File: src/rtl/usbmidi_pkg.sv
package usbmidi_pkg;

    localparam int SYSEX_DEPTH_DEF = 32;

    // only the first bytes of a sysex message are ever inspected
    localparam int HDR_LEN = 7;

    localparam logic [7:0] CIN_SYSEX_START = 8'd4;
    localparam logic [7:0] CIN_SYSEX_END1  = 8'd5;
    localparam logic [7:0] CIN_SYSEX_END2  = 8'd6;
    localparam logic [7:0] CIN_SYSEX_END3  = 8'd7;
    localparam logic [7:0] CIN_NOTE_OFF    = 8'd8;
    localparam logic [7:0] CIN_NOTE_ON     = 8'd9;
    localparam logic [7:0] CIN_CTRL        = 8'd11;
    localparam logic [7:0] CIN_SYSEX_BYTE  = 8'd15;

    localparam logic [7:0] CC_BAR_C  = 8'd0;
    localparam logic [7:0] CC_BAR_D  = 8'd1;
    localparam logic [7:0] CC_VU_1ST = 8'd2;
    localparam logic [7:0] CC_VU_2ND = 8'd3;

    localparam logic [7:0] SX_CMD_LEDS_ALL = 8'd0;
    localparam logic [7:0] SX_CMD_LEDS_AB  = 8'd1;
    localparam logic [7:0] SX_CMD_VU       = 8'd2;

    localparam logic [7:0] SX_START = 8'hF0;
    localparam logic [7:0] SX_END   = 8'hF7;

    function automatic logic [7:0] bar_mask(input logic [3:0] idx);
        logic [7:0] m;
        case (idx)
            4'd0:    m = 8'h00;
            4'd1:    m = 8'h80;
            4'd2:    m = 8'hA0;
            4'd3:    m = 8'hA8;
            4'd4:    m = 8'hAA;
            4'd5:    m = 8'hAB;
            4'd6:    m = 8'hAF;
            4'd7:    m = 8'hBF;
            4'd8:    m = 8'hFF;
            default: m = 8'h00;
        endcase
        return m;
    endfunction

endpackage

File: src/rtl/usb_midi_led_command_decoder.sv
// USB-MIDI event packet decoder driving LED banks and VU levels.
//
// Input channel (in_valid/in_ready): one four-byte event packet per beat.
// Output channel (out_valid/out_ready): one result beat per packet, showing
// the four LED banks, both VU levels and the VU-mode flag as they stand after
// that packet, plus sysex_finished when the packet closed a sysex message.
//
// A packet is captured in an input register, then decoded and applied to the
// state once the output register is free, and its result is held there. One
// packet per cycle is sustained while out_ready stays high. The decode is a
// single pass over fixed-index state: sysex bytes that matter (the first
// seven) are kept in registers, the rest only counted.
//
// The output register holds while out_ready is low; the input register then
// fills and in_ready drops until the output beat is taken.
// Reset clears LEDs and VU levels, sets VU mode and empties the sysex store.
module usb_midi_led_command_decoder
    import usbmidi_pkg::*;
#(
    parameter int SYSEX_DEPTH = SYSEX_DEPTH_DEF
)
(
    input  logic       clk,
    input  logic       rst_n,
    input  logic       in_valid,
    output logic       in_ready,
    input  logic [7:0] code_index_number,
    input  logic [7:0] status_byte,
    input  logic [7:0] data_byte_a,
    input  logic [7:0] data_byte_b,
    output logic       out_valid,
    input  logic       out_ready,
    output logic [7:0] led_bank_a,
    output logic [7:0] led_bank_b,
    output logic [7:0] led_bank_c,
    output logic [7:0] led_bank_d,
    output logic [7:0] vu_level_first,
    output logic [7:0] vu_level_second,
    output logic       vu_mode,
    output logic       sysex_finished
);

    localparam int FILL_W = $clog2(SYSEX_DEPTH + 1);
    localparam int SUM_W  = FILL_W + 1;
    localparam logic [SUM_W-1:0] DEPTH_LIM = SUM_W'(SYSEX_DEPTH);

    logic             s1_valid_reg;
    logic [7:0]       cin_reg, b1_reg, b2_reg, b3_reg;
    logic             out_valid_reg, out_valid_next;
    logic [7:0]       led_reg [4];
    logic [7:0]       led_next [4];
    logic [7:0]       vu_reg [2];
    logic [7:0]       vu_next [2];
    logic             mode_reg, mode_next;
    logic [FILL_W-1:0] fill_reg, fill_next;
    logic [7:0]       hdr_reg [HDR_LEN];
    logic [7:0]       hdr_next [HDR_LEN];
    logic             fin_reg, fin_next;

    logic             advance;
    logic [7:0]       code_eff;
    logic [7:0]       pay [3];
    logic [1:0]       sx_count;
    logic             sx_ends;
    logic [SUM_W-1:0] sx_sum;
    logic             sx_fits;
    logic [7:0]       sx_last;
    logic             sx_ok;

    assign advance  = s1_valid_reg && (!out_valid_reg || out_ready);
    assign in_ready = !s1_valid_reg || advance;

    assign pay[0] = b1_reg;
    assign pay[1] = b2_reg;
    assign pay[2] = b3_reg;

    assign code_eff = (cin_reg == CIN_NOTE_ON && b3_reg == 8'd0) ? CIN_NOTE_OFF : cin_reg;

    always_comb
    begin
        case (cin_reg)
            CIN_SYSEX_START:
            begin
                sx_count = 2'd3;
                sx_ends  = 1'b0;
                sx_last  = b3_reg;
            end
            CIN_SYSEX_END1:
            begin
                sx_count = 2'd1;
                sx_ends  = 1'b1;
                sx_last  = b1_reg;
            end
            CIN_SYSEX_END2:
            begin
                sx_count = 2'd2;
                sx_ends  = 1'b1;
                sx_last  = b2_reg;
            end
            CIN_SYSEX_END3:
            begin
                sx_count = 2'd3;
                sx_ends  = 1'b1;
                sx_last  = b3_reg;
            end
            default:
            begin
                sx_count = 2'd1;
                sx_ends  = 1'b0;
                sx_last  = b1_reg;
            end
        endcase
    end

    assign sx_sum  = {1'b0, fill_reg} + SUM_W'(sx_count);
    assign sx_fits = (sx_sum <= DEPTH_LIM);

    always_comb
    begin
        for (int k = 0; k < HDR_LEN; k++)
        begin
            hdr_next[k] = hdr_reg[k];
            for (int i = 0; i < 3; i++)
            begin
                if (sx_fits && (2'(i) < sx_count) &&
                    ({1'b0, fill_reg} + SUM_W'(i) == SUM_W'(k)))
                begin
                    hdr_next[k] = pay[i];
                end
            end
        end
    end

    // framing check uses the merged header and the last byte of this packet
    assign sx_ok = (sx_sum >= SUM_W'(2)) && (hdr_next[0] == SX_START) && (sx_last == SX_END);

    always_comb
    begin
        for (int j = 0; j < 4; j++)
            led_next[j] = led_reg[j];
        vu_next[0] = vu_reg[0];
        vu_next[1] = vu_reg[1];
        mode_next  = mode_reg;
        fill_next  = fill_reg;
        fin_next   = 1'b0;

        case (code_eff)
            CIN_NOTE_OFF:
            begin
                if (b2_reg[7:5] == 3'd0)
                    led_next[b2_reg[4:3]][b2_reg[2:0]] = 1'b0;
            end
            CIN_NOTE_ON:
            begin
                if (b2_reg[7:5] == 3'd0)
                    led_next[b2_reg[4:3]][b2_reg[2:0]] = 1'b1;
            end
            CIN_CTRL:
            begin
                case (b2_reg)
                    CC_BAR_C:
                    begin
                        mode_next = 1'b0;
                        if (b3_reg <= 8'd8)
                            led_next[2] = ~bar_mask(4'd8 - b3_reg[3:0]);
                    end
                    CC_BAR_D:
                    begin
                        mode_next = 1'b0;
                        if (b3_reg <= 8'd8)
                            led_next[3] = bar_mask(b3_reg[3:0]);
                    end
                    CC_VU_1ST:
                    begin
                        mode_next = 1'b1;
                        if (b3_reg <= 8'd32)
                            vu_next[0] = b3_reg;
                    end
                    CC_VU_2ND:
                    begin
                        mode_next = 1'b1;
                        if (b3_reg <= 8'd32)
                            vu_next[1] = b3_reg;
                    end
                    default:
                    begin
                        if (b2_reg[6:5] == 2'b11)
                        begin
                            mode_next  = 1'b1;
                            vu_next[1] = {2'b00, b2_reg[4:0], b3_reg[6]};
                            vu_next[0] = {2'b00, b3_reg[5:0]};
                        end
                    end
                endcase
            end
            CIN_SYSEX_START, CIN_SYSEX_END1, CIN_SYSEX_END2, CIN_SYSEX_END3,
            CIN_SYSEX_BYTE:
            begin
                if (sx_fits)
                begin
                    fill_next = sx_sum[FILL_W-1:0];
                    if (sx_ends)
                    begin
                        fin_next  = 1'b1;
                        fill_next = '0;
                        if (sx_ok)
                        begin
                            if (hdr_next[1] == SX_CMD_LEDS_ALL && sx_sum >= SUM_W'(8))
                            begin
                                mode_next   = 1'b0;
                                led_next[0] = hdr_next[2] | {hdr_next[6][0], 7'd0};
                                led_next[1] = hdr_next[3] | {hdr_next[6][1], 7'd0};
                                led_next[2] = hdr_next[4] | {hdr_next[6][2], 7'd0};
                                led_next[3] = hdr_next[5] | {hdr_next[6][3], 7'd0};
                            end
                            else if (hdr_next[1] == SX_CMD_LEDS_AB && sx_sum >= SUM_W'(6))
                            begin
                                led_next[0] = hdr_next[2] | {hdr_next[4][0], 7'd0};
                                led_next[1] = hdr_next[3] | {hdr_next[4][1], 7'd0};
                            end
                            else if (hdr_next[1] == SX_CMD_VU && sx_sum >= SUM_W'(5))
                            begin
                                mode_next  = 1'b1;
                                vu_next[0] = hdr_next[2];
                                vu_next[1] = hdr_next[3];
                            end
                        end
                    end
                end
            end
            default:
            begin
            end
        endcase
    end

    always_comb
    begin
        if (advance)
            out_valid_next = 1'b1;
        else if (out_ready)
            out_valid_next = 1'b0;
        else
            out_valid_next = out_valid_reg;
    end

    always_ff @(posedge clk or negedge rst_n)
    begin
        if (!rst_n)
        begin
            s1_valid_reg  <= 1'b0;
            out_valid_reg <= 1'b0;
            for (int j = 0; j < 4; j++)
                led_reg[j] <= 8'd0;
            vu_reg[0] <= 8'd0;
            vu_reg[1] <= 8'd0;
            mode_reg  <= 1'b1;
            fill_reg  <= '0;
            fin_reg   <= 1'b0;
        end
        else
        begin
            out_valid_reg <= out_valid_next;
            if (in_ready)
                s1_valid_reg <= in_valid;
            if (advance)
            begin
                for (int j = 0; j < 4; j++)
                    led_reg[j] <= led_next[j];
                vu_reg[0] <= vu_next[0];
                vu_reg[1] <= vu_next[1];
                mode_reg  <= mode_next;
                fill_reg  <= fill_next;
                fin_reg   <= fin_next;
            end
        end
    end

    always_ff @(posedge clk)
    begin
        if (in_valid && in_ready)
        begin
            cin_reg <= code_index_number;
            b1_reg  <= status_byte;
            b2_reg  <= data_byte_a;
            b3_reg  <= data_byte_b;
        end
        if (advance)
        begin
            for (int k = 0; k < HDR_LEN; k++)
                hdr_reg[k] <= hdr_next[k];
        end
    end

    assign out_valid       = out_valid_reg;
    assign led_bank_a      = led_reg[0];
    assign led_bank_b      = led_reg[1];
    assign led_bank_c      = led_reg[2];
    assign led_bank_d      = led_reg[3];
    assign vu_level_first  = vu_reg[0];
    assign vu_level_second = vu_reg[1];
    assign vu_mode         = mode_reg;
    assign sysex_finished  = fin_reg;

endmodule

File: config.mk
export PLATFORM = sky130hd
export DESIGN_NAME = usb_midi_led_command_decoder
export DESIGN_NICKNAME = d
export VERILOG_FILES = /design/src/rtl/usbmidi_pkg.sv /design/src/rtl/usb_midi_led_command_decoder.sv
export SDC_FILE = /design/constraint.sdc
export NUM_CORES = 1
export LEC_CHECK = 0
export ABC_AREA = 1
export BUFFER_PORTS_ARGS = -buffer_cell sky130_fd_sc_hd__buf_2
export CAP_MARGIN = 20
export CORE_MARGIN = 10
export CORE_UTILIZATION = 25
export CTS_BUF_LIST = sky130_fd_sc_hd__clkbuf_4
export CTS_CLUSTER_SIZE = 28
export DETAILED_ROUTE_END_ITERATION = 16
export MAX_ROUTING_LAYER = met4
export PLACE_DENSITY = 0.49
export SKIP_LAST_GASP = 1
export SLEW_MARGIN = 15
export SYNTH_ARGS = -nofsm -noshare
export SYNTH_HDL_FRONTEND = slang
export SYNTH_SLANG_ARGS = --single-unit
File: constraint.sdc
create_clock -name clk -period 8.25 [get_ports clk]
set_input_delay 0.825 -clock clk [delete_from_list [all_inputs] [get_ports clk]]
set_output_delay 0.825 -clock clk [all_outputs]
set_load 0.05 [all_outputs]
Word level (Yosys, flattened, before mapping)
Memory sizes are Yosys's and may differ from the RTL's. A register that Yosys moved wholly into a read port is not among the register bits.
Cells that the tools add are included.

word-level totals
  bits of input ports = 36
  output and inout bits = 52
  RAM bits = 56
  register bits = 90
  logic and storage cells = 246
  memory bits (read-only) = 256
  memories = 3

memories
  name             words  bits a word  read ports  clocked after memory_dff  wr ports  line                                text
  (no name shown)  16     8            1           0                         0         usbmidi_pkg.sv:31                   case (idx)
  (no name shown)  16     8            1           1                         0         usbmidi_pkg.sv:31
  hdr_reg          7      8            7           0                         7         usb_midi_led_command_decoder.sv:56  logic [7:0] hdr_reg [HDR_LEN];

operators by class
  bitwise gates (word level) = 11
  add/subtract/negate cells = 4
  magnitude comparators = 14
  mux-type cells = 75
  eq/ne operators = 61
  reduce and logical (&&, ||, !) cells = 63

operators by type and width
  kind                                                  count
  two-way mux 8 bit                                     31
  two-way mux 16 bit                                    10
  two-way mux 32 bit                                    5
  equality test 8 x 3 -> 1 bit (second input constant)  8
  one-hot mux 16 bit (4 select lines)                   1
  OR 8 bit                                              6
  one-hot mux 16 bit (3 select lines)                   1
  one-hot mux 8 bit (2 select lines)                    3
  equality test 7 x 3 -> 1 bit (second input constant)  6
  equality test 8 x 4 -> 1 bit (second input constant)  5
  logical AND 1 bit                                     34
  AND 32 bit                                            1
  NOT 32 bit                                            1
  OR 32 bit                                             1
  one-hot mux 16 bit (2 select lines)                   1
  equality test 7 x 2 -> 1 bit (second input constant)  4
  equality test 8 x 2 -> 1 bit (second input constant)  3
  logical NOT 8 bit                                     3
  inequality test 2 bit (second input constant)         12
  AND reduction 11 bit                                  2
  logical NOT 7 bit                                     3
  AND reduction 10 bit                                  2
  equality test 6 x 3 -> 1 bit (second input constant)  3
  demux 8 bit (select 2 bit)                            1
  other kinds (45)                                      81

Longest topological paths before layout
Gate-level depths: netlist of the first run.

  depth after elaboration = 19
  mapped depth = 30

Worst setup path before layout of the first run
No wires, ideal clock.

  kind = input-to-reg
  start = input out_ready
  end = register vu_reg, in the netlist vu_level_second[0]
  arrival time = 3.418 ns
  buffers on the path = 0
  cell stages on the path = 12
  slack = 4.766 ns
  cells stage by stage = inv_1 -> nand2_1 -> nand2_1 -> inv_1 -> o21ai_0 -> inv_1 -> nand2_1 -> nor4_1 -> nand2_1 -> nor2_2 -> nand3_1 -> nand2_1

between the ends
  word-level cells in the longest chain between the ends = 3

ends and longest elaborated chain
  element                         line                                text
  start, declared                 usb_midi_led_command_decoder.sv:32  input logic out_ready,
  logical OR 1 bit                usb_midi_led_command_decoder.sv:70  assign advance = s1_valid_reg && (!out_valid_reg || out_ready);
  logical AND 1 bit               usb_midi_led_command_decoder.sv:70
  named net advance               usb_midi_led_command_decoder.sv:60  logic advance;
  AND reduction 11 bit (no line)  n/a
  end, declared                   usb_midi_led_command_decoder.sv:52  logic [7:0] vu_reg [2];

The timed path passes the listed nets, and every way through them passes these cells.
A chain may end at the register's enable or synchronous reset.

Worst setup path in the final report of the first run
  start = register cin_reg[7]
  end = register vu_reg, in the netlist vu_level_first[4]

between the ends
  word-level cells in the longest chain between the ends = 17

ends and longest elaborated chain
  element                              line                                 text
  start, declared                      usb_midi_led_command_decoder.sv:48   logic [7:0] cin_reg, b1_reg, b2_reg, b3_reg;
  start signal, assigned               usb_midi_led_command_decoder.sv:283  cin_reg <= code_index_number;
  equality test 8 x 3 -> 1 bit         usb_midi_led_command_decoder.sv:81   case (cin_reg)
  OR reduction 2 bit (no line)         n/a
  one-hot mux 2 bit (2 select lines)   usb_midi_led_command_decoder.sv:81
  adder 6 x 2 -> 7 bit                 usb_midi_led_command_decoder.sv:115  assign sx_sum = {1'b0, fill_reg} + SUM_W'(sx_count);
  <= comparator 7 x 6 -> 1 bit         usb_midi_led_command_decoder.sv:116  assign sx_fits = (sx_sum <= DEPTH_LIM);
  logical AND 1 bit (2 in a row)       usb_midi_led_command_decoder.sv:125  if (sx_fits && (2'(i) < sx_count) &&
  two-way mux 8 bit (3 in a row)       usb_midi_led_command_decoder.sv:125
  two-way mux 16 bit                   usb_midi_led_command_decoder.sv:221  else if (hdr_next[1] == SX_CMD_VU && sx_sum >= SUM_W'(5))
  two-way mux 16 bit                   usb_midi_led_command_decoder.sv:216  else if (hdr_next[1] == SX_CMD_LEDS_AB && sx_sum >= SUM_W'(6))
  two-way mux 16 bit                   usb_midi_led_command_decoder.sv:208  if (hdr_next[1] == SX_CMD_LEDS_ALL && sx_sum >= SUM_W'(8))
  two-way mux 16 bit                   usb_midi_led_command_decoder.sv:206  if (sx_ok)
  two-way mux 16 bit                   usb_midi_led_command_decoder.sv:202  if (sx_ends)
  two-way mux 16 bit                   usb_midi_led_command_decoder.sv:199  if (sx_fits)
  one-hot mux 16 bit (2 select lines)  usb_midi_led_command_decoder.sv:147  case (code_eff)

Several ways; a longest one is shown, not always the timed one. The select of a mux whose other input is x is not followed.

==> summary.txt, run 1 <==
Cells and area
  • Fraction of layout cells with a size suffix above 1: a little over an eighth
  • Area delta synth->final: 12.6%
  • Final Net Count: about 1400
  • Post-route cell area: 0.0109 mm^2
  • Max reg flops: between 50 and 60

CTS
  • CTS tree: done
  • CTS Hold Buffers Added: 0
  • Clock-pin transition on the worst setup and hold timing paths: 140 ps
  • Worst-skew pair later-pin latency: ~600 ps
  • CTS Buffer Depth: 2
  • CTS Buf Count: 17
  • Htree depth: 4
  • CTS root buf: clkbuf_4
  • Clock Sinks: 150
  • Buffer count from post-CTS setup fixing: 0
  • Cts repair resizes: 0

Power and ir drop
  • Leakage: around 0.0050 uW
  • Cell Pwr Density: between 150 and 200 mW/mm^2
  • Max VDD drop: around 0.000084 V

Route
  • Routed WL: 37600 um
  • Vias/cell: roughly 4.9
  • WL per Instance: approximately 20 um
  • Antenna Violating Nets Remaining: 0
  • Router iterations before antenna repair: 5
  • DRT iter0 DRCs: a little over 1000
  • Vias after detailed routing: ~9400
  • # DRC: 0

Yosys
  • Post-synth ARST share: between 30% and 40%
  • Post-synthesis xor/xnor area fraction: less than 1%
  • Largest family of logic cells by synthesized area: simple AND/OR/NAND/NOR gates
  • Top cells by count, synth: 426 x nand2_1, 199 x o21ai_0, 96 x inv_1, 96 x nor2_1, 84 x edfxtp_1
  • Yosys top cell by area: edfxtp_1
  • Syn Inst Count: about 1300
  • Sequential share of the synthesized area: 42.8%
  • Post-synth EDFFs: between 80 and 90
  • Top cells by area, synth: edfxtp_1 26%, nand2_1 17%, dfrtp_1 15%, o21ai_0 10%, nand3_1 4.0%
  • Synth Warn #: 0
  • Adder-Cell Fraction of Synth Area: approximately 1.2%
  • Syn avg cell area: about 7.4 um^2
  • Post-synthesis simple-gate area fraction: between 30% and 40%
  • Mapped Nets: ~1400
  • Top-area cell type share of the netlist area: 26.1%
  • Mux cell area share after synthesis: less than 1%
  • Netlist Area Pre-Place: 0.00965 mm^2
  • Complex-gate fraction of the synthesized area: 15.8%
  • Count leader, synth: nand2_1
  • Main synth FF type: edfxtp_1
  • Synthesis-stage register bit count: 150
  • Count of cell types in the netlist: 51

Die
  • Initial Util: 25.5%
  • Core Rows: 71
  • Die X-Extent: about 220 um
  • DIE AREA: about 0.047 mm^2
  • Die height: approximately 220 um
  • I/O pin total: about 90
  • Core area: between 0.03 and 0.04 mm^2

Timing
  • Max Freq: approximately 220 MHz
  • Final Cycle Share: ~54%
  • Final setup violation count: 0
  • Final hold violation count: 0
  • Unrepaired setup endpoints after global routing: no
  • Fin. max-slew vios: 0
  • Slew HR: ~40%
  • Slew @ Worst Pin: between 800 and 900 ps
  • Setup TNS: 0 ps
  • Clk_skew: between 20 and 25 ps
  • Crit path time final: between 4000 and 5000 ps

Global routing
  • Gr ovfl total: 0
  • Vias in the first global route: around 9000
  • Total track usage: around 16%
  • Pin count of the biggest net entering global routing: 60
  • Global-route wire length before repair: 56900 um
  • Initial antenna violation count: 3

Worst hold path
  • Hold Crit Class: in -> async

Placed design
  • Gp weighted congestion: between 0.9 and 1
  • Hpwl dp: 27400 um
  • Placed cell area: ~0.011 mm^2
  • PortBufs: 87

Worst setup path
  • Req. time, crit path: approximately 8800 ps
  • Crit-path max FO: 20
  • Crit path arrival time: around 5000 ps
  • Critical path type: reg -> reg
  • Crit path capture type: flop
  • Worst setup SP type: flop

Outcome
  • Status: complete, no violations

Run
  • Max-cap violations: 0
## metal layers
layer  global-route usage, %  wire, um
met3                    2.08      2120
met5                       -         0
met4                    6.48      1190
met1                    20.2     16200
met2                    26.5     18200
## worst max-delay path, stage by stage, from the launching register on
cell and delay [ps]:
edfxtp_1 380, nor2_1 110, nand3_1 130, nor2_2 170
nand3_2 160, inv_2 360, ha_1 330, nand3_1 100
nand3_1 100, nand2_1 100, nand4_1 150, a21oi_1 740
nand4_1 200, nand2_1 150, nand2_1 100, nor2_2 200
nand4_1 360, nand2_1 310, nor2_8 70, nand2_4 100
nand2_1 60, nand2_1 50
## worst paths after layout
| kind | from | end | slack (ps) | depth (start not counted) |
|---|---|---|---|---|
| worst max-delay path | cin_reg[7] | vu_level_first[4] | 3780 | 21 |
| worst min-delay path | rst_n | fill_reg[2] | 370 | 2 |
| worst max register to register | cin_reg[7] | vu_level_first[4] | 3780 | 21 |
| worst min register to register | vu_level_first[3] | vu_level_first[3] | 480 | 2 |
| max in group asynchronous | rst_n | vu_level_first[5] | 7290 | 2 |
| min in group clk | data_byte_a[5] | b2_reg[5] | 390 | 1 |
## cell families (layout without fill, tap and decap cells)
group                    after synthesis  after routing
AND/OR/NAND/NOR                      700            700
AO/OA/AOI/OAI                        285            285
buffers and inverters                163            247
flip-flops                           150            150
adder cells (fa/ha/maj)                9              9
XOR/XNOR                               2              2
multiplexers                           1              1
other                                  0              3
## report_power, final
part | internal, uW | total (uW) | switching, uW
Clock | 212 | 519 | 307
Sequential | 847 | 891 | 44.3
Combinational | 62.3 | 318 | 256
## final cells by class
type / count / area [um^2]
clock buffers: 17 / 128
flip-flops and latches: 150 / 4140
multi-input cells: 997 / 4830
fillers: 4251 / 27000
clock inverters: 15 / 176
diodes: 3 / 7.51
inverters: 121 / 460
repair buffers: 94 / 485
well taps: 511 / 639
## placed cells by master (no fill, tap or decap), drive strengths merged, types with 2 or more instances in the layout
cell,Yosys,layout
nand2,440,440
o21ai,226,226
inv,111,115
nor2,110,110
buf,18,93
nand3,90,90
edfxtp,84,84
dfrtp,57,57
nand4,37,37
a21oi,24,24
o211ai,21,21
clkbuf,24,18
clkinv,10,17
nor3,16,16
ha,8,8
dfxtp,8,8
o2111ai,5,5
diode,0,3
nor4,3,3
bufinv,0,3
o31ai,2,2
nand3b,2,2
a31oi,2,2
## per-stage QoR
| step | hold slack (ps) | setup WS, ps | util [%] | cells | total power [uW] |
|---|---|---|---|---|---|
| 2_1_floorplan | 498 | 4770 | - | 1310 | 1100 |
| 3_3_place_gp | 458 | 3960 | 27.9 | 1872 | 1230 |
| 3_5_place_dp | 458 | 3850 | 27.9 | 1872 | 1230 |
| 4_1_cts | 343 | 3820 | 28.7 | 1904 | 1750 |
| 5_1_grt | 337 | 3260 | 28.7 | 1908 | 1800 |
| 6_report | 370 | 3780 | 28.7 | 1908 | 1730 |
(Power assumes the default switching activity.)
==> inputs of run 2 (changes only) <==
--- a/config.mk
+++ b/config.mk
@@ -14,7 +14,7 @@
 export CTS_CLUSTER_SIZE = 28
 export DETAILED_ROUTE_END_ITERATION = 16
 export MAX_ROUTING_LAYER = met4
-export PLACE_DENSITY = 0.49
+export PLACE_DENSITY = 0.51
 export SKIP_LAST_GASP = 1
 export SLEW_MARGIN = 15
 export SYNTH_ARGS = -nofsm -noshare
==> constraint.sdc (replaced) <==
create_clock -name clk -period 4 [get_ports clk]
set_input_delay 0.4 -clock clk [delete_from_list [all_inputs] [get_ports clk]]
set_output_delay 0.4 -clock clk [all_outputs]
set_load 0.05 [all_outputs]
==> run 2 against run 1 <==
Net effect: via count grew 4.8%; largest cell class unchanged; routed wire length hardly changed; clock skew grew 29 ps; cell count is 4.0% higher; clock power grew 110%; sequential share of layout area down 2.7 points; global-route usage about the same; setup slack lost 3500 ps.
==> summary.txt, run 2 (synthesis gave the netlist of run 1 again) <==
Outcome
  • Status: complete, no violations (unchanged)

CTS
  • Worst-skew pair later-pin latency: 620 ps (was 600 ps)
  • Clock-pin transition on the worst setup and hold timing paths: 150 ps (was 140 ps)
  • CTS Buffer Depth: 2 (unchanged)
  • CTS Buf Count: 17 (unchanged)
  • Htree depth: 4 (unchanged)
  • CTS root buf: clkbuf_4 (unchanged)
  • Clock Sinks: 150 (unchanged)
  • CTS tree: done (unchanged)

Global routing
  • Vias in the first global route: 9461 (was 9015)
  • Initial antenna violation count: 2 (was 3)
  • Pin count of the biggest net entering global routing: 63 (was 60)
  • Total track usage: 16.3% (about the same)
  • Global-route wire length before repair: 57300 um (was 56900 um)
  • Gr ovfl total: 0 (unchanged)

Placed design
  • Placed Cells: 1903 (was 1872)
  • Placed cell area: 0.0108 mm^2 (was 0.0105 mm^2)
  • Hpwl dp: 27700 um (was 27400 um)
  • PortBufs: 87 (unchanged)
  • Gp weighted congestion: 0.925 (was 0.949)

Worst hold path
  • Worst hold stages: 4
  • Hold Crit Class: in -> reg (was in -> async)

Timing
  • Worst hold slack: 77.8 ps (was 370 ps)
  • Slew @ Worst Pin: 873 ps (was 892 ps)
  • Crit path time final: 3690 ps (was 4470 ps)
  • Final hold violation count: 0 (unchanged)
  • Slew HR: 41.2% (was 39.9%)
  • Fin. max-slew vios: 0 (unchanged)
  • Final setup violation count: 0 (unchanged)
  • Max Freq: 271 MHz (was 224 MHz)
  • Clk_skew: 49.0 ps (was 20.4 ps)
  • Final Cycle Share: 92.3% (was 54.2%)

Cells and area
  • Commonest cells after routing, fill and taps aside: 419 x nand2_1, 199 x o21ai_0, 94 x nor2_1 (was 426 x nand2_1, 199 x o21ai_0, 96 x nor2_1)
  • Fraction of layout cells with a size suffix above 1: 17.0% (was 13.6%)
  • Most common cell after layout, fill and taps aside: nand2_1 (unchanged)
  • Max reg flops: 52 (unchanged)
  • Finished Layout Cells: 1984 (was 1908)
  • Area delta synth->final: 21.1% (was 12.6%)
  • Final Net Count: 1504 (was 1426)
  • Post-route cell area: 0.0117 mm^2 (was 0.0109 mm^2)

Route
  • DRT iter0 DRCs: 952 (was 1021)
  • Vias after detailed routing: 9824 (was 9373)
  • Vias/cell: 4.95 (was 4.91)
  • # DRC: 0 (unchanged)
  • Antenna Violating Nets Remaining: 0 (unchanged)
  • Routed WL: 37600 um (about the same)
  • WL per Instance: 19.0 um (was 19.7 um)
  • Router iterations before antenna repair: 5 (unchanged)

Die
  • Initial Util: 25.5% (unchanged)
  • Die height: 216 um (unchanged)
  • Die X-Extent: 216 um (unchanged)
  • Core area: 0.0378 mm^2 (unchanged)
  • Core Rows: 71 (unchanged)
  • I/O pin total: 88 (unchanged)
  • DIE AREA: 0.0469 mm^2 (unchanged)

Worst setup path
  • Crit path capture type: flop (unchanged)
  • CP max stage delay: 400 ps (was 740 ps)
  • Slowest CP cell: edfxtp_1 (was a21oi_1)
  • Crit-path max FO: 11 (was 20)
  • Req. time, crit path: 4540 ps (was 8800 ps)
  • Critical path's top delay family: simple AND/OR/NAND/NOR gates (unchanged)
  • Critical path type: reg -> reg (unchanged)
  • CP Depth: 26 (was 21)
  • Worst setup SP type: flop (unchanged)
  • Crit path arrival time: 4230 ps (was 5020 ps)
  • Reg2reg path depth: 26 (was 21)
  • Most frequent CP cell: nand2_1 (unchanged)
  • Buffers and inverters on the worst path: 4 (was 1)

Run
  • Max-cap violations: 0 (unchanged)

Power and ir drop
  • Cell Pwr Density: 312 mW/mm^2 (was 159 mW/mm^2)
  • Max VDD drop: 0.000197 V (was 0.0000841 V)
  • Final Power: 3640 uW (was 1730 uW)
  • Leakage: 0.00535 uW (was 0.00498 uW)
## run 2: worst register-to-register path: stages (launching register included)
cell and delay, ps:
edfxtp_1 400, inv_2 80, nand2_2 70, nor3_2 240, nand2_2 100, ha_2 190
inv_1 70, fa_2 210, inv_2 60, nand2_1 70, nand2_2 70, nor2_1 110
nand4_1 170, nand2_4 180, buf_4 160, nand3_4 130, nand2_1 90, o21ai_1 60
nand2_1 90, nand3_1 110, nor2_1 140, nand2_2 140, nand2_8 150, nand2_8 130
nor2_4 280, nand2_1 80, nand2_1 70
## run 2: routing by layer
layer  up-vias  global-route usage, %  wire length [um]
li1       4721                      -                 -
met1      4648                   19.9             15900
met2       374                   26.5             17900
met3        81                   2.16              2290
met4         0                   7.13              1490
met5         -                      -                 0
## run 2: worst paths after layout
path / start / endpoint / slack (ps)
worst max-delay path: cin_reg[3] / led_bank_b[2] / 310
worst min-delay path: out_ready / out_valid / 80
worst max register to register: cin_reg[3] / led_bank_b[2] / 310
worst min register to register: vu_level_first[3] / vu_level_first[3] / 480
max in group asynchronous: rst_n / vu_level_second[7] / 2830
min in group asynchronous: rst_n / fill_reg[0] / 210
## run 2: final cells by class
type	instances	area, um^2
Antenna cell	1	2.50
Clock buffer	18	135
Clock inverter	14	178
Fill cell	4179	26200
Inverter	121	465
Multi-Input combinational cell	999	4970
Sequential cell	150	4140
Tap cell	511	639
Timing Repair Buffer	170	1170
## run 2: what timing repair did
action                                  4_1_cts  5_1_grt
hold buffers                                 33        0
endpoints found under the hold margin        41        0
resized for setup                             0       26
endpoints found under the setup margin        0       49
buffers inserted                              0       13
## run 2: per-stage QoR
stage                     setup TNS, ps  util, %  setup slack [ps]
after floorplan                       0        -               577
after global placement                0     28.5               172
after detailed placement              0     28.5              93.7
after CTS                             0     30.2              60.6
after global routing              -1390     30.9             -65.6
final                                 0     30.9               308
## run 2: power by group
| group | internal (uW) | switching [uW] |
|---|---|---|
| Sequential | 1750 | 71.3 |
| Clock | 449 | 637 |
| Combinational | 175 | 565 |
| Total | 2370 | 1270 |
